===== src/rtl/edd_pkg.sv =====
// Shared types, constants and the error attenuation table of the error diffusion dither.
package edd_pkg;

    localparam int FW_W  = 11;
    localparam int FH_W  = 16;
    localparam int CFG_W = 16;
    localparam int CFG_IW = 1;
    localparam int PIX_W = 8;
    localparam int CORR_W = 9;
    localparam int MAG_W = 7;

    localparam logic [CFG_IW-1:0] CFG_FRAME_WIDTH  = 1'b0;
    localparam logic [CFG_IW-1:0] CFG_FRAME_HEIGHT = 1'b1;

    localparam logic [FW_W-1:0] FRAME_WIDTH_RST  = 11'd1024;
    localparam logic [FH_W-1:0] FRAME_HEIGHT_RST = 16'd1;

    typedef logic signed [CORR_W-1:0] corr_t;

    typedef struct packed {
        logic last_col;
        logic last_row;
        logic has_left;
        logic row_nz;
    } pos_flags_t;

    typedef logic [MAG_W-1:0] atten_lut_t [128];

    // round(|d| * 0.605), half up, for every error magnitude 0..127
    function automatic atten_lut_t build_atten_lut();
        atten_lut_t lut;
        for (int i = 0; i < 128; i++)
        begin
            lut[i] = MAG_W'((i * 605 + 500) / 1000);
        end
        return lut;
    endfunction

    localparam atten_lut_t ATTEN_LUT = build_atten_lut();

endpackage


===== src/rtl/edd_diffuse.sv =====
// Quantize stage: corrected pixel, threshold, error shares, buffer writes and result register.
module edd_diffuse #(
    parameter int AW = 10
) (
    input  logic                              clk,
    input  logic                              rst_n,
    input  logic                              in_acc,
    input  logic [edd_pkg::PIX_W-1:0]         gray,
    input  logic [AW-1:0]                     x,
    input  edd_pkg::pos_flags_t               flags,
    input  logic signed [edd_pkg::CORR_W-1:0] rdata,
    output logic                              wr_en,
    output logic [AW-1:0]                     wr_addr,
    output logic signed [edd_pkg::CORR_W-1:0] wr_data,
    output logic                              in_stall,
    output logic                              out_valid,
    input  logic                              out_stall,
    output logic [edd_pkg::PIX_W-1:0]         bw_level,
    output logic                              row_end,
    output logic                              frame_end
);
    import edd_pkg::*;

    // pixel stage
    logic              pix_valid_reg;
    logic              pix_valid_next;
    logic [PIX_W-1:0]  pix_gray_reg;
    logic [AW-1:0]     pix_x_reg;
    pos_flags_t        pix_flags_reg;
    logic              fwd_hit_reg;
    corr_t             fwd_data_reg;
    logic              fwd_hit_next;
    corr_t             fwd_data_next;

    // carried corrections
    corr_t rc_reg,  rc_next;
    corr_t pbl_reg, pbl_next;
    corr_t pb_reg,  pb_next;

    // deferred write of the last column
    logic          pw_valid_reg;
    logic [AW-1:0] pw_addr_reg;
    corr_t         pw_data_reg;

    logic             out_valid_reg;
    logic             out_valid_next;
    logic [PIX_W-1:0] bw_reg;
    logic             row_end_reg;
    logic             frame_end_reg;

    logic             pix_adv;
    corr_t            below;
    logic signed [10:0] sum;
    logic [PIX_W-1:0] v;
    logic             white;
    logic [MAG_W-1:0] ad;
    logic [MAG_W-1:0] mag;
    logic [9:0]       p7, p3, p5;
    corr_t            m7, m3, m5, m1;
    corr_t            sh7, sh3, sh5, sh1;
    corr_t            here;
    corr_t            left_wr;
    logic             dfr_en;

    assign in_stall = pix_valid_reg && out_valid_reg && out_stall;
    assign pix_adv  = pix_valid_reg && !(out_valid_reg && out_stall);

    assign below = !pix_flags_reg.row_nz ? corr_t'(0) :
                   (fwd_hit_reg ? fwd_data_reg : rdata);
    assign sum   = $signed({3'b000, pix_gray_reg})
                 + $signed({{2{rc_reg[CORR_W-1]}}, rc_reg})
                 + $signed({{2{below[CORR_W-1]}}, below});

    always_comb
    begin
        if (sum[10])
        begin
            v = '0;
        end
        else if (sum[9:8] != 2'b00)
        begin
            v = 8'd255;
        end
        else
        begin
            v = sum[7:0];
        end
    end

    // white pixels leave a negative error of magnitude 255 - v
    assign white = v[7];
    assign ad    = white ? ~v[6:0] : v[6:0];
    assign mag   = ATTEN_LUT[ad];

    assign p7 = 10'(mag) * 10'd7;
    assign p3 = 10'(mag) * 10'd3;
    assign p5 = 10'(mag) * 10'd5;
    assign m7 = corr_t'({3'b000, p7[9:4]});
    assign m3 = corr_t'({3'b000, p3[9:4]});
    assign m5 = corr_t'({3'b000, p5[9:4]});
    assign m1 = corr_t'({6'b000000, mag[6:4]});

    assign sh7 = pix_flags_reg.last_col ? corr_t'(0) : (white ? -m7 : m7);
    assign sh3 = (pix_flags_reg.last_row || !pix_flags_reg.has_left) ? corr_t'(0) :
                 (white ? -m3 : m3);
    assign sh5 = pix_flags_reg.last_row ? corr_t'(0) : (white ? -m5 : m5);
    assign sh1 = (pix_flags_reg.last_row || pix_flags_reg.last_col) ? corr_t'(0) :
                 (white ? -m1 : m1);

    assign here    = pb_reg + sh5;
    assign left_wr = pbl_reg + sh3;
    assign dfr_en  = pix_adv && pix_flags_reg.last_col;

    // the pixel after a row end is column zero and writes nothing, so the port is free
    always_comb
    begin
        if (pw_valid_reg)
        begin
            wr_en   = 1'b1;
            wr_addr = pw_addr_reg;
            wr_data = pw_data_reg;
        end
        else
        begin
            wr_en   = pix_adv && pix_flags_reg.has_left;
            wr_addr = pix_x_reg - AW'(1);
            wr_data = left_wr;
        end
    end

    // forward writes the read of this beat misses; the deferred value is newest
    always_comb
    begin
        fwd_hit_next  = 1'b0;
        fwd_data_next = wr_data;
        if (dfr_en && (pix_x_reg == x))
        begin
            fwd_hit_next  = 1'b1;
            fwd_data_next = here;
        end
        else if (wr_en && (wr_addr == x))
        begin
            fwd_hit_next  = 1'b1;
        end
    end

    always_comb
    begin
        pix_valid_next = pix_valid_reg;
        if (in_acc)
        begin
            pix_valid_next = 1'b1;
        end
        else if (pix_adv)
        begin
            pix_valid_next = 1'b0;
        end
    end

    always_comb
    begin
        rc_next  = rc_reg;
        pbl_next = pbl_reg;
        pb_next  = pb_reg;
        if (pix_adv)
        begin
            if (pix_flags_reg.last_col)
            begin
                rc_next  = '0;
                pbl_next = '0;
                pb_next  = '0;
            end
            else
            begin
                rc_next  = sh7;
                pbl_next = here;
                pb_next  = sh1;
            end
        end
    end

    always_comb
    begin
        out_valid_next = out_valid_reg;
        if (pix_adv)
        begin
            out_valid_next = 1'b1;
        end
        else if (out_valid_reg && !out_stall)
        begin
            out_valid_next = 1'b0;
        end
    end

    always_ff @(posedge clk or negedge rst_n)
    begin
        if (!rst_n)
        begin
            pix_valid_reg <= 1'b0;
            pw_valid_reg  <= 1'b0;
            out_valid_reg <= 1'b0;
            rc_reg        <= '0;
            pbl_reg       <= '0;
            pb_reg        <= '0;
        end
        else
        begin
            pix_valid_reg <= pix_valid_next;
            pw_valid_reg  <= dfr_en;
            out_valid_reg <= out_valid_next;
            rc_reg        <= rc_next;
            pbl_reg       <= pbl_next;
            pb_reg        <= pb_next;
        end
    end

    always_ff @(posedge clk)
    begin
        if (in_acc)
        begin
            pix_gray_reg  <= gray;
            pix_x_reg     <= x;
            pix_flags_reg <= flags;
            fwd_hit_reg   <= fwd_hit_next;
            fwd_data_reg  <= fwd_data_next;
        end
        if (dfr_en)
        begin
            pw_addr_reg <= pix_x_reg;
            pw_data_reg <= here;
        end
        if (pix_adv)
        begin
            bw_reg        <= white ? 8'd255 : 8'd0;
            row_end_reg   <= pix_flags_reg.last_col;
            frame_end_reg <= pix_flags_reg.last_col && pix_flags_reg.last_row;
        end
    end

    assign out_valid = out_valid_reg;
    assign bw_level  = bw_reg;
    assign row_end   = row_end_reg;
    assign frame_end = frame_end_reg;

endmodule


===== config.mk =====
export PLATFORM = sky130hd
export DESIGN_NAME = edd_diffuse
export DESIGN_NICKNAME = d
export VERILOG_FILES = /design/src/rtl/edd_pkg.sv /design/src/rtl/edd_diffuse.sv
export SDC_FILE = /design/constraint.sdc
export NUM_CORES = 1
export LEC_CHECK = 0
export BUFFER_PORTS_ARGS = -buffer_cell sky130_fd_sc_hd__buf_2
export CORE_MARGIN = 3
export CORE_UTILIZATION = 60
export DETAILED_ROUTE_END_ITERATION = 8
export PLACE_DENSITY = 0.83
export RECOVER_POWER = 25
export SLEW_MARGIN = 20
export SYNTH_ARGS = -nofsm -noshare
export SYNTH_HDL_FRONTEND = slang
export SYNTH_SLANG_ARGS = --single-unit
export TNS_END_PERCENT = 30

===== constraint.sdc =====
create_clock -name clk -period 11.5 [get_ports clk]
set_clock_uncertainty 0.15 [all_clocks]
set_input_delay 1.15 -clock clk [delete_from_list [all_inputs] [get_ports clk]]
set_output_delay 1.15 -clock clk [all_outputs]
set_load 0.01 [all_outputs]

==> results.json <==
{
  "routed.top_layer": "met4",
  "cts_buffers": 9,
  "wl_met2_um": 9580,
  "ys_async_sr_fraction": 0.325,
  "cts.path.max_buffers": 2,
  "setup_viol": 0,
  "wl_met1_um": 8600,
  "fillCellCount": 1004,
  "syn_to_final_growth_pct": 8.86,
  "ys.flop_type": "edfxtp_1",
  "diodes": 0,
  "slew_violations": 0,
  "ys_seq_area_frac": 0.282,
  "drive_above_1_share": 0.140,
  "routed_wl_um": 20200,
  "die_area_sq_mm": 0.0148,
  "finalCritPeriodShare": 0.944,
  "drc": 0,
  "clock-root-buffer": "clkbuf_16",
  "critPathKind": "input pin to output port",
  "clk_pin_slew_ns": 0.06,
  "cts_hold_buffers": 0,
  "synth-edff-count": 54,
  "drtAntennaViolNets": 0,
  "grt_max_degree": 38,
  "critPathMaxStageDelay_ns": 0.50,
  "core_area_sq_mm": 0.0129,
  "syn_avg_cell_area_sq_um": 8.82,
  "fmax_mhz": 92.1,
  "antenna_found_initial": 0,
  "end_kind": "output port",
  "hold_viol": 0,
  "met3WireLength_um": 1740,
  "die_y_um": 122,
  "status": "completed",
  "min_path_type": "flip-flop to flip-flop",
  "cp_data_arrival_time_ns": 9.56,
  "first_pass_iters": 6,
  "synth.distinct_cells": 87,
  "rsz0062_at_grt": "no",
  "crit_fanout": 13,
  "routed_via_density": 6.28,
  "fin_crit_ns": 10.86,
  "vias": 7088,
  "synth-seq-cells": 80,
  "r2r_cells": 44,
  "rows": 41,
  "track_usage": 0.273,
  "gp_congestion": 0.993,
  "cts_tree": "built",
  "stdcell_count": 1128,
  "initial_core_util": 0.625,
  "grt_pass1_wl_um": 32500,
  "layout.nets": 1063,
  "routedWlPerCell_um": 17.9,
  "synth_compound_area_frac": 0.214,
  "tightest_slew_ns": 1.48,
  "slew_headroom": 0.0167,
  "drt_iter0_markers": 699,
  "synth_top_family_by_area": "compound AO/OA/AOI/OAI gates",
  "synth_mux_area_frac": 0.0308,
  "cts_max_level": 3,
  "grt_pass1_vias": 6535,
  "cp-start-kind": "input pin",
  "synth_cells": 913,
  "min_path_cells": 1,
  "synth-simple-area-share": 0.172,
  "synthAdderAreaFrac": 0.136,
  "ys_warn_count": 0,
  "hpwl_um": 14900,
  "syn_nets": 1025,
  "io_buffers": 66,
  "cts_sinks": 80,
  "synth-xor-area-share": 0.0993,
  "tns_ns": 0,
  "drv_cap": 0,
  "cpMaxStageDelayCell": "or4_4",
  "grt-ovfl-total": 0,
  "clock_latency_ns": 0.33,
  "worstPathRequired_ns": 10.20,
  "ioPinCount": 67,
  "placedCellCount": 1109,
  "dieWidth_um": 122,
  "syn_area_sq_mm": 0.00805
}
## worst max-delay path: cells and delay by family
| family | cells | cell delay [ns] |
|---|---|---|
| AO/OA/AOI/OAI | 14 | 2.29 |
| AND/OR/NAND/NOR | 13 | 2.20 |
| adder cells (fa/ha/maj) | 7 | 2.18 |
| buffers and inverters | 6 | 0.63 |
| multiplexers | 2 | 0.57 |
| XOR/XNOR | 3 | 0.53 |
## metrics by stage
stage	cell area (sq um)	setup WS, ns	hold WS (ns)	util
after floorplan	8050	0.932	0.300	-
after global placement	8420	0.665	0.324	0.654
after detailed placement	8420	0.435	0.335	0.654
after CTS	8720	0.281	0.338	0.677
after global routing	8770	0.0143	0.368	0.681
final	8770	0.639	0.340	0.681
## area by class of cell
| type | instances | area (sq um) | area share |
|---|---|---|---|
| clock buffers | 12 | 246 | 0.0281 |
| multi-input cells | 714 | 5300 | 0.605 |
| inverters | 64 | 243 | 0.0277 |
| flip-flops and latches | 80 | 2270 | 0.259 |
| repair buffers | 82 | 435 | 0.0497 |
| clock inverters | 4 | 53.8 | 0.00614 |
| well taps | 172 | 215 | 0.0245 |
## what timing repair did
action,CTS,global route
setup endpoints to repair,0,3
resized for setup,0,8
endpoints found under the hold margin,0,0
buffers inserted,0,3
## Yosys cell counts (all sizes together), types with 10 or more instances
master / instances / area (sq um)
a211oi: 15 / 123
nand2: 81 / 314
fa: 18 / 360
ha: 59 / 738
dfrtp: 26 / 651
nand3: 21 / 115
clkbuf: 34 / 128
xor2: 16 / 140
buf: 21 / 160
mux2i: 15 / 150
nand2b: 18 / 113
a21o: 16 / 120
a21oi: 58 / 324
a31oi: 10 / 92.6
xnor2: 59 / 569
edfxtp: 54 / 1620
and2: 10 / 65.1
o31ai: 12 / 95.1
nor2b: 12 / 75.1
o21ai: 62 / 314
nor2: 85 / 319
inv: 63 / 239
nor3: 21 / 115
## worst paths after layout
check                                   start               to  slack, ns
worst max-delay path                 rdata[1]       wr_data[8]       0.64
min in group asynchronous               rst_n    pix_valid_reg       1.01
worst min-delay path            pix_valid_reg        out_valid       0.34
max in group asynchronous               rst_n        rc_reg[4]       9.32
worst min register to register  pix_valid_reg        out_valid       0.34
worst max register to register    fwd_hit_reg  fwd_data_reg[8]       1.52
## cell families (layout without fill, tap and decap cells)
group,count (synthesis),count (layout)
adders and majority gates,77,77
muxes,23,23
and+or+nand+nor,288,288
buffers and inverters,119,162
DFF,80,80
AOI/OAI and AO/OA,247,247
xor gates and xnor gates,79,79
## layer usage
layer	track usage	vias to the layer above
met2	0.445	366
met4	0.0714	0
met5	0	-
met1	0.381	3351
li1	-	3339
met3	0.0441	32
## cells in the final DEF (no fill, tap or decap), drive strengths merged, types with 21 or more instances in the layout
cell type,count
edfxtp,54
o21ai,62
xnor2,59
nand2,81
clkbuf,24
nor3,21
nand3,21
inv,63
ha,59
buf,70
nor2,85
dfrtp,26
a21oi,58
Power is left out: the tool's default activity adds up to more than one toggle a clock period on the data nets, which glitch-free logic cannot reach.
