## src/rtl/edd_pkg.sv

```systemverilog
// Shared types, constants and the error attenuation table of the error diffusion dither.
package edd_pkg;

    localparam int FW_W  = 11;
    localparam int FH_W  = 16;
    localparam int CFG_W = 16;
    localparam int CFG_IW = 1;
    localparam int PIX_W = 8;
    localparam int CORR_W = 9;
    localparam int MAG_W = 7;

    localparam logic [CFG_IW-1:0] CFG_FRAME_WIDTH  = 1'b0;
    localparam logic [CFG_IW-1:0] CFG_FRAME_HEIGHT = 1'b1;

    localparam logic [FW_W-1:0] FRAME_WIDTH_RST  = 11'd1024;
    localparam logic [FH_W-1:0] FRAME_HEIGHT_RST = 16'd1;

    typedef logic signed [CORR_W-1:0] corr_t;

    typedef struct packed {
        logic last_col;
        logic last_row;
        logic has_left;
        logic row_nz;
    } pos_flags_t;

    typedef logic [MAG_W-1:0] atten_lut_t [128];

    // round(|d| * 0.605), half up, for every error magnitude 0..127
    function automatic atten_lut_t build_atten_lut();
        atten_lut_t lut;
        for (int i = 0; i < 128; i++)
        begin
            lut[i] = MAG_W'((i * 605 + 500) / 1000);
        end
        return lut;
    endfunction

    localparam atten_lut_t ATTEN_LUT = build_atten_lut();

endpackage

```

## src/rtl/edd_position.sv

```systemverilog
// Frame geometry registers and the raster position of the next pixel to be accepted.
module edd_position #(
    parameter int MAX_WIDTH = 1024,
    parameter int AW        = 10
) (
    input  logic                         clk,
    input  logic                         rst_n,
    input  logic                         cfg_we,
    input  logic [edd_pkg::CFG_IW-1:0]   cfg_index,
    input  logic [edd_pkg::CFG_W-1:0]    cfg_data,
    input  logic                         acc,
    output logic [AW-1:0]                x,
    output edd_pkg::pos_flags_t          flags
);
    import edd_pkg::*;

    logic [FW_W-1:0] width_reg;
    logic [FH_W-1:0] height_reg;
    logic [AW-1:0]   col_reg;
    logic [AW-1:0]   col_next;
    logic [FH_W-1:0] row_reg;
    logic [FH_W-1:0] row_next;
    logic [16:0]     w_sat;
    logic [AW-1:0]   last_x;
    logic [FH_W-1:0] last_y;

    always_ff @(posedge clk or negedge rst_n)
    begin
        if (!rst_n)
        begin
            width_reg  <= FRAME_WIDTH_RST;
            height_reg <= FRAME_HEIGHT_RST;
        end
        else if (cfg_we)
        begin
            case (cfg_index)
                CFG_FRAME_WIDTH:  width_reg  <= cfg_data[FW_W-1:0];
                CFG_FRAME_HEIGHT: height_reg <= cfg_data[FH_W-1:0];
                default:          ;
            endcase
        end
    end

    // zero acts as one column, anything past the buffer acts as its full width
    always_comb
    begin
        if (width_reg == '0)
        begin
            w_sat = 17'd1;
        end
        else if (32'(width_reg) > 32'(MAX_WIDTH))
        begin
            w_sat = 17'(MAX_WIDTH);
        end
        else
        begin
            w_sat = 17'(width_reg);
        end
    end

    assign last_x = AW'(w_sat - 17'd1);
    assign last_y = (height_reg == '0) ? '0 : height_reg - 16'd1;

    assign flags.last_col = (col_reg >= last_x);
    assign flags.last_row = (row_reg >= last_y);
    assign x              = flags.last_col ? last_x : col_reg;
    assign flags.has_left = (x != '0);
    assign flags.row_nz   = (row_reg != '0);

    always_comb
    begin
        col_next = col_reg;
        row_next = row_reg;
        if (acc)
        begin
            if (flags.last_col)
            begin
                col_next = '0;
                row_next = flags.last_row ? '0 : row_reg + 16'd1;
            end
            else
            begin
                col_next = x + AW'(1);
            end
        end
    end

    always_ff @(posedge clk or negedge rst_n)
    begin
        if (!rst_n)
        begin
            col_reg <= '0;
            row_reg <= '0;
        end
        else
        begin
            col_reg <= col_next;
            row_reg <= row_next;
        end
    end

endmodule

```

## config.mk

```make
export PLATFORM = sky130hd
export DESIGN_NAME = edd_position
export DESIGN_NICKNAME = d
export VERILOG_FILES = /design/src/rtl/edd_pkg.sv /design/src/rtl/edd_position.sv
export SDC_FILE = /design/constraint.sdc
export NUM_CORES = 1
export LEC_CHECK = 0
export BUFFER_PORTS_ARGS = -buffer_cell sky130_fd_sc_hd__buf_2
export CAP_MARGIN = 15
export CORE_ASPECT_RATIO = 0.6
export CORE_UTILIZATION = 59
export DETAILED_ROUTE_END_ITERATION = 8
export HOLD_SLACK_MARGIN = 0.12
export PLACE_DENSITY_LB_ADDON = 0.2
export SYNTH_ARGS = -nofsm -noshare
export SYNTH_HDL_FRONTEND = slang
export SYNTH_SLANG_ARGS = --single-unit
```

## constraint.sdc

```tcl
create_clock -name clk -period 8.5 [get_ports clk]
set_clock_uncertainty 0.15 [all_clocks]
set_input_delay 1.275 -clock clk [delete_from_list [all_inputs] [get_ports clk]]
set_output_delay 1.275 -clock clk [all_outputs]
set_load 0.05 [all_outputs]
```

==> impl_summary.md, run 1 <==
Outcome
The run finished with clean final reports.

Timing
For the pin with the worst max-slew slack, the measured transition is 1.007 ns. The final total negative setup slack is 0 ns. Derived from the worst setup path, the maximum achievable clock frequency is 127.1 MHz. Across all setup checks in the final design, the least slack found is ~0.63 ns. The clock period minus final worst setup slack is roughly 8 ns. The number of max-slew violations in the final report is 0. In the finished design, the share of the clock period the worst path needs comes to 92.58%. The worst pin sits at a relative slew slack of 32.74%. Setup repair after global routing left no endpoint under its margin. Setup violations remaining at the end of the flow were counted as 0. The count of final hold-check violations was 0.

Detailed routing
In the routed design, unresolved DRC markers number 0. After detailed routing, the average wire length per cell comes to around 18 µm. The count of TritonRoute iterations in the first routing pass is 5.

The via total after detailed routing is 3478. The number of routed nets with antenna violations is 0. The DRC violation total after the first TritonRoute iteration is 301. The number of vias per cell is around 6.4. For this block, the routed nets add up to 9637 µm of wire.

Global route
The global route total overflow is 0. The routing layer with the top usage in global route is met1. Entering global routing, the biggest net connects 54 pins.

The overall fraction of global-route tracks in use is approximately 30%. The first global-routing pass estimated about 16000 µm of wire. The number of global-route vias before repair is roughly 3200.

The routing usage on met2 is around two fifths. The initial antenna violation count is 0. Global routing used just over 7% of the available met3 tracks. The global-route met1 utilization is approximately 45%.

Hold path
The path class of the tightest hold or removal check is reg -> reg. The critical hold path startpoint is height_reg[1]$_DFFE_PN0P_.

Synth
The number of nets handed over by synthesis was 482. The share of synthesized area in the top cell type comes to 32.31%. The number of synthesized register bits is between 50 and 60. In the synthesized netlist the async set-or-reset flop fraction comes to 100.0%. The sequential fraction of the synthesis area is around 34%. For this run, the number of Yosys warnings is 0. In the synthesized netlist the dominant register cell turns out to be dfrtp_1. In this run, synthesis inferred 0 flip-flops with an integrated enable. The synthesized netlist occupies a cell area of a little under 4000 µm². The number of different library cells used by synthesis comes to 64. The synthesized area divided by synthesized cell count is 9.165 µm². In the post-synthesis netlist, the biggest area contributors are dfrtp_1 (32%), ha_1 (9.5%), mux2_2 (7.7%).

Synthesis handed over a netlist of ~430 instances. The cell type with the largest total area after synthesis is dfrtp_1.

Clock network
The clock tree synthesis step divided the H-tree into 2 levels. The root buffer cell is clkbuf_8. The number of buffers inserted by hold repair at cts is 0. The number of buffers on the longest clock path is 2. The number of buffers inserted during clock tree synthesis is 5.

The clock net in this run drives a total of 53 sinks. The post-cts resize count is 0. At the later pin of the worst-skew pair, clock insertion delay measures 0.33 ns. The clock-pin transition on the worst setup and hold timing paths is 0.10 ns. The number of setup buffers added after CTS is 0. The TritonCTS clock tree is built.

Floorplanning
The die boundary height is between 60 and 70 µm. The placeable core region is roughly 6300 µm². The width of the die is ~110 µm. The effective utilization at floorplan is a little over three fifths. The number of core rows is 22. The I/O pin count is 35. The total die area is between 7000 and 8000 µm².

Worst setup path
The peak fanout along the critical path is 16. The startpoint of the worst register-to-register path is width_reg[6]$_DFFE_PN0P_. In this run the number of cells on the critical path is 24. The signal on the critical path passes through or4_4, nor3_1, a21oi_1, nor2_1, inv_1, ha_1, inv_1, or3_1, a22oi_1, o221ai_1, ha_1, and3_1, a221o_1, a31o_2, maj3_2, or3_1, nand2_2, inv_2, o21ai_0, ha_1, inv_1, a211oi_1, nand4_1, buf_2. The end point of the critical path is flags[1].

The largest single stage delay on the critical path is around 0.57 ns. STA classifies the critical path startpoint as a flop. The type of the worst setup path is reg -> out. Across all register-to-register paths, the minimum setup slack is ~1.4 ns. The slowest stage of the critical path is the or4_4 cell.

STA classifies the critical path endpoint as an output pin. The kind of cell with the highest combined delay along the critical path is simple AND/OR/NAND/NOR gates. The number of cell instances on the worst register-to-register path is 25. The number of buffers and inverters on the critical path is 5. The data required time of the worst path is roughly 7.1 ns. Tracing the worst setup path back leads to its startpoint at width_reg[6]$_DFFE_PN0P_. Data on the critical path arrives at its endpoint at between 6 and 7 ns.

The reg-to-reg critical path endpoint is col_reg[6]$_DFFE_PN0P_.

Power
The power per unit of standard cell area is 216.9 nW/µm². The maximum vdd ir drop is between 100 and 150 µV. The fraction of power spent switching nets is between 40 and 50%. The design internal power is approximately 0.00053 W. Per report_power, the sequential group accounts for 37.4% of the total. Of the total power, combinational logic draws roughly 43%. In this run the static leakage power is 1.977 nW. The switching component of the power is between 0.0003 and 0.0004 W.

The share of power burned in the clock network is approximately a fifth.

Place
The detailed placement HPWL is 7364 µm. At the end of routability-driven placement, the weighted congestion stood at 1.035. The post-placement setup slack is 1.174 ns. Input and output buffers added on the ports amount to 34.

Final layout
In the layout the commonest cells are dfrtp_1 (51), nand2_1 (40), buf_2 (34). The growth of design area from synthesis to finish is 8.489%. In the final design database the tool counted slightly above 500 nets. The proportion of layout cells with a drive suffix above 1 is around a fifth. The most common cell after layout, fill and taps aside is dfrtp_1.

0 antenna diodes ended up in the layout.

Run
The count of max-cap constraint violations is 0.
==> worst reg2reg max path, delay by kind of cell (launching register included) <==
kind / cells / cell delay, ns
fa+ha+maj: 4 / 1.27
flops: 1 / 0.45
compound gates: 7 / 1.73
simple gates: 10 / 2.81
buf+inv: 3 / 0.37
mux: 1 / 0.15
==> metal layers <==
layer,share of wire (%),wire length [µm],vias to the layer above
met5,0,0,-
met4,1.2,111,0
met3,9.1,879,14
met2,40,3894,147
met1,49,4751,1674
li1,-,-,1643
==> synth_stat cells, types with 3 or more instances <==
cell	instances
nand2b_1	6
o21ai_0	27
a21oi_1	17
a22oi_1	3
ha_1	30
a31oi_1	3
and2_1	6
nor2_1	29
or2_2	3
a21o_1	4
or4_1	3
or3_1	11
a22o_1	7
a211oi_1	3
dfrtp_1	51
o31ai_1	3
buf_2	6
xor2_1	10
nand4_1	6
mux2_2	27
nor4_1	10
clkbuf_1	7
nand3_1	11
nor2b_1	11
and3_1	11
mux2i_1	4
nor3_1	11
o2bb2ai_1	4
nand2_1	40
inv_1	17
xnor2_1	8
==> cell families after synthesis <==
family | Yosys count | synth area share, %
xor+xnor | 18 | 3.991
compound gates | 96 | 17.68
flops | 53 | 33.64
buf+inv | 33 | 3.516
fa+ha+maj | 31 | 9.788
mux | 31 | 8.711
simple gates | 169 | 22.68
==> final cells by class <==
class	count	area, µm²
multi-input cells	345	2482
flip-flops and latches	53	1329
clock inverters	1	30.03
inverters	18	67.56
repair buffers	36	185.2
fillers	484	1991
clock buffers	7	86.33
well taps	84	105.1
==> per-stage QoR <==
step / instances / util (%) / power [W] / instance area [µm²] / hold slack, ns
4_1_cts: 544 / 68.28 / 0.0009212 / 4285 / 0.4038
5_1_grt: 544 / 68.28 / 0.0009826 / 4285 / 0.4363
3_3_place_gp: 536 / 66.43 / 0.0007274 / 4169 / 0.3588
6_report: 544 / 68.28 / 0.0009296 / 4285 / 0.3996
2_1_floorplan: 431 / - / 0.0006364 / 3950 / 0.3436
3_5_place_dp: 536 / 66.43 / 0.0007378 / 4169 / 0.3828
==> power groups by stage <==
stage / clock network [W] / logic [W] / registers (W)
after floorplan: 0 / 0.000306 / 0.000331
after global placement: 0 / 0.000381 / 0.000347
after detailed placement: 0 / 0.000388 / 0.000350
after CTS: 0.000186 / 0.000390 / 0.000345
after global routing: 0.000197 / 0.000433 / 0.000353
final: 0.000184 / 0.000398 / 0.000348
==> worst min-delay path by stage <==
stage	end	slack, ns	cells past startpoint
after floorplan	height_reg[12]$_DFFE_PN0P_	0.34	1
after global placement	height_reg[1]$_DFFE_PN0P_	0.36	1
after detailed placement	height_reg[1]$_DFFE_PN0P_	0.38	1
after CTS	height_reg[1]$_DFFE_PN0P_	0.40	1
after global routing	height_reg[1]$_DFFE_PN0P_	0.44	1
final	height_reg[1]$_DFFE_PN0P_	0.40	1
Power figures use the tool's default switching activity.
==> run 2, diff against run 1 <==
--- a/config.mk
+++ b/config.mk
@@ -10,6 +10,7 @@
 export CORE_ASPECT_RATIO = 0.6
 export CORE_UTILIZATION = 59
 export DETAILED_ROUTE_END_ITERATION = 8
+export GPL_TIMING_DRIVEN = 0
 export HOLD_SLACK_MARGIN = 0.12
 export PLACE_DENSITY_LB_ADDON = 0.2
 export SYNTH_ARGS = -nofsm -noshare
==> constraint.sdc (replaced) <==
create_clock -name clk -period 8.45 [get_ports clk]
set_clock_uncertainty 0.15 [all_clocks]
set_input_delay 1.2675 -clock clk [delete_from_list [all_inputs] [get_ports clk]]
set_output_delay 1.2675 -clock clk [all_outputs]
set_load 0.05 [all_outputs]
==> impl_summary.md, run 2 (synthesis gave the netlist of run 1 again) <==
Outcome
The run finished with clean final reports.

Timing
The worst hold slack is 0.3988 ns (-0.0007680 ns). The count of final hold-check violations is 0 (unchanged). The actual slew at the worst max-slew pin came to 0.7179 ns (-0.2889 ns).

Derived from the worst setup path, the maximum achievable clock frequency is about 130 MHz. The max-slew headroom at the worst pin came to 51.77% (+19 points). The final total negative setup slack came to 0 ns (unchanged).

Setup repair after global routing left no endpoint under its margin. The number of max-slew violations in the final report came to 0 (unchanged). The setup-violating endpoint count in the final report is 0 (unchanged). The final clock period utilization by the worst path is between 90% and 100%. The clock period minus final worst setup slack is just under 8 ns.

Global route
The number of global-route vias before repair is 3303 (+4.2%). The overall fraction of global-route tracks in use came to 30.81% (+1.3 points). The pin count of the biggest net entering global routing is 40 (-26%). The global route total overflow is 0 (unchanged). The wire length of the first global-routing pass is 16480 µm (+4.1%). The initial antenna violation count is 0 (unchanged).

Detailed routing
The final routed DRC violation total is 0 (unchanged). The DRC violation total after the first TritonRoute iteration was 241 (-20%). The number of routed nets with antenna violations is 0 (unchanged).

The post-detailed-route wirelength per cell is 17.78 µm (+0.36%). The number of vias per cell was 6.401 (+0.13%). The via total after detailed routing is 3572 (+2.7%). The count of TritonRoute iterations in the first routing pass came to 5 (unchanged).

The wire length reported by the detailed router is 9921 µm (+2.9%).

Power
The cell leakage power is 2.008 nW (+1.6%). The power per unit of standard cell area was 209.1 nW/µm² (-3.6%). The maximum vdd ir drop was 174.1 µV (+23%).

Clock network
The number of clock sinks is 53 (unchanged). The number of buffers on the longest clock path is 2 (unchanged). The number of buffers inserted during clock tree synthesis is 5 (unchanged). The source-to-sink clock delay at the later pin of the worst-skew pair is 0.32 ns (about the same). The root buffer cell is clkbuf_8.

The number of buffers inserted by hold repair at cts came to 0 (unchanged). The number of setup buffers added after CTS came to 0 (unchanged). The number of levels the H-tree was split into is 2 (unchanged). TritonCTS built the clock tree. The clock-pin transition on the worst setup and hold timing paths is 0.11 ns (about the same). The post-cts resize count was 0 (unchanged).

Worst setup path
The data arrival at the endpoint of the critical path was 6.49 ns (+0.05 ns). STA classifies the critical path startpoint as a flop. The type of the worst setup path is reg -> out. The peak fanout along the critical path was 10 (-6). The capturing element type of the critical path is an output pin.

The number of cell instances on the worst register-to-register path is 27 (+8.0%). The data required time of the worst path is 7.03 ns (-0.04 ns).

Floorplanning
The total die area is 7037 µm² (unchanged). The width of the die is 107.6 µm (unchanged). The number of core rows is 22 (unchanged).

The die boundary height came to 65.38 µm (unchanged). The placeable core region came to 6276 µm² (unchanged). The effective utilization at floorplan was 62.94% (unchanged).

The I/O pin count is 35 (unchanged).

Place
The number of buffers added on ports is 34 (unchanged). The detailed placement HPWL is 7660 µm (+4.0%). The routability congestion estimate came to 0.9714 (-6.1%).

Final layout
The most common cell after layout, fill and taps aside is dfrtp_1. The sequential standard cell area is 1329 µm² (unchanged). The count of filler cells inserted in the layout is 502 (+3.7%). The net total in the final layout was 524 (+2.7%). The area taken by multi-input logic gates came to 2482 µm² (unchanged). The final design utilization is 69.18% (+0.90 points). In the layout the commonest cells are dfrtp_1 (51), nand2_1 (40), buf_2 (40). The diode insertion count for antenna repair came to 0 (unchanged). The proportion of layout cells with a drive suffix above 1 is 20.46% (+0.90 points). From synthesis to final layout, the design area changed by 9.914%.

Hold path
The hold path depth is 1 (unchanged). The path class of the lowest-slack min-delay path is reg -> reg.

Run
The count of max-cap constraint violations came to 0 (unchanged).
==> run 2: changes by cell type in the layout (fill, tap and decap cells not counted), sizes merged <==
| cell | previous run | this run |
|---|---|---|
| bufinv | 1 | 0 |
| clkinv | 0 | 2 |
| clkbuf | 7 | 13 |
| buf | 36 | 43 |
==> run 2: stage by stage <==
step / setup slack (ns) / area, µm² / cells / power, W
floorplan: 1.559 / 3950 / 431 / 0.0006402
global placement: 1.119 / 4225 / 549 / 0.0007315
detailed placement: 1.026 / 4245 / 550 / 0.0007476
CTS: 0.6494 / 4342 / 558 / 0.0009039
global route: 0.1759 / 4342 / 558 / 0.0009658
finish: 0.5375 / 4342 / 558 / 0.0009078
==> run 2: final cells by class <==
class	count	area share (%)
clock buffer	6	1.902
sequential	53	30.61
buffer	15	1.643
tap	84	2.421
inverter	18	1.556
clock inverter	2	0.3170
multi-input combinational	345	57.18
timing repair buffer	35	4.380
==> run 2: power breakdown <==
group          internal [W]  switching, W
Combinational      0.000150      0.000254
Clock             0.0000667     0.0000886
Sequential         0.000292     0.0000567
==> run 2: per-layer routing <==
metal  track usage (%)  routed length, µm  vias to the layer above
li1                  -                  -                     1671
met1             47.29               4913                     1737
met2             42.95               4068                      153
met3             7.540                845                       11
met5                 0                  0                        -
met4             6.849                 93                        0
==> run 2: worst paths after layout <==
path                                           start                   endpoint  slack, ns
min in group asynchronous                      rst_n     row_reg[5]$_DFFE_PN0P_       0.70
max in group asynchronous                      rst_n  height_reg[0]$_DFFE_PN1P_       6.87
setup reg to reg            width_reg[5]$_DFFE_PN0P_     col_reg[6]$_DFFE_PN0P_       1.49
setup / recovery            width_reg[5]$_DFFE_PN0P_                   flags[1]       0.54
hold / removal             height_reg[1]$_DFFE_PN0P_  height_reg[1]$_DFFE_PN0P_       0.40
hold reg to reg            height_reg[1]$_DFFE_PN0P_  height_reg[1]$_DFFE_PN0P_       0.40
==> run 2: critical path, stage by stage, from the launching register on <==
cell and delay (ns):
dfrtp_1 0.47, or4_4 0.55, nor3_1 0.27, a21oi_1 0.12, nor2_1 0.18, inv_1 0.09, ha_1 0.30, inv_1 0.13
or3_1 0.13, a22oi_1 0.07, o221ai_1 0.50, ha_1 0.36, and3_1 0.18, a221o_1 0.29, a31o_2 0.25, maj3_2 0.31
or3_1 0.30, buf_2 0.18, nand2_2 0.17, inv_2 0.11, buf_2 0.20, o21ai_0 0.18, ha_1 0.18, inv_1 0.06
a211oi_1 0.24, nand4_1 0.11, buf_2 0.22
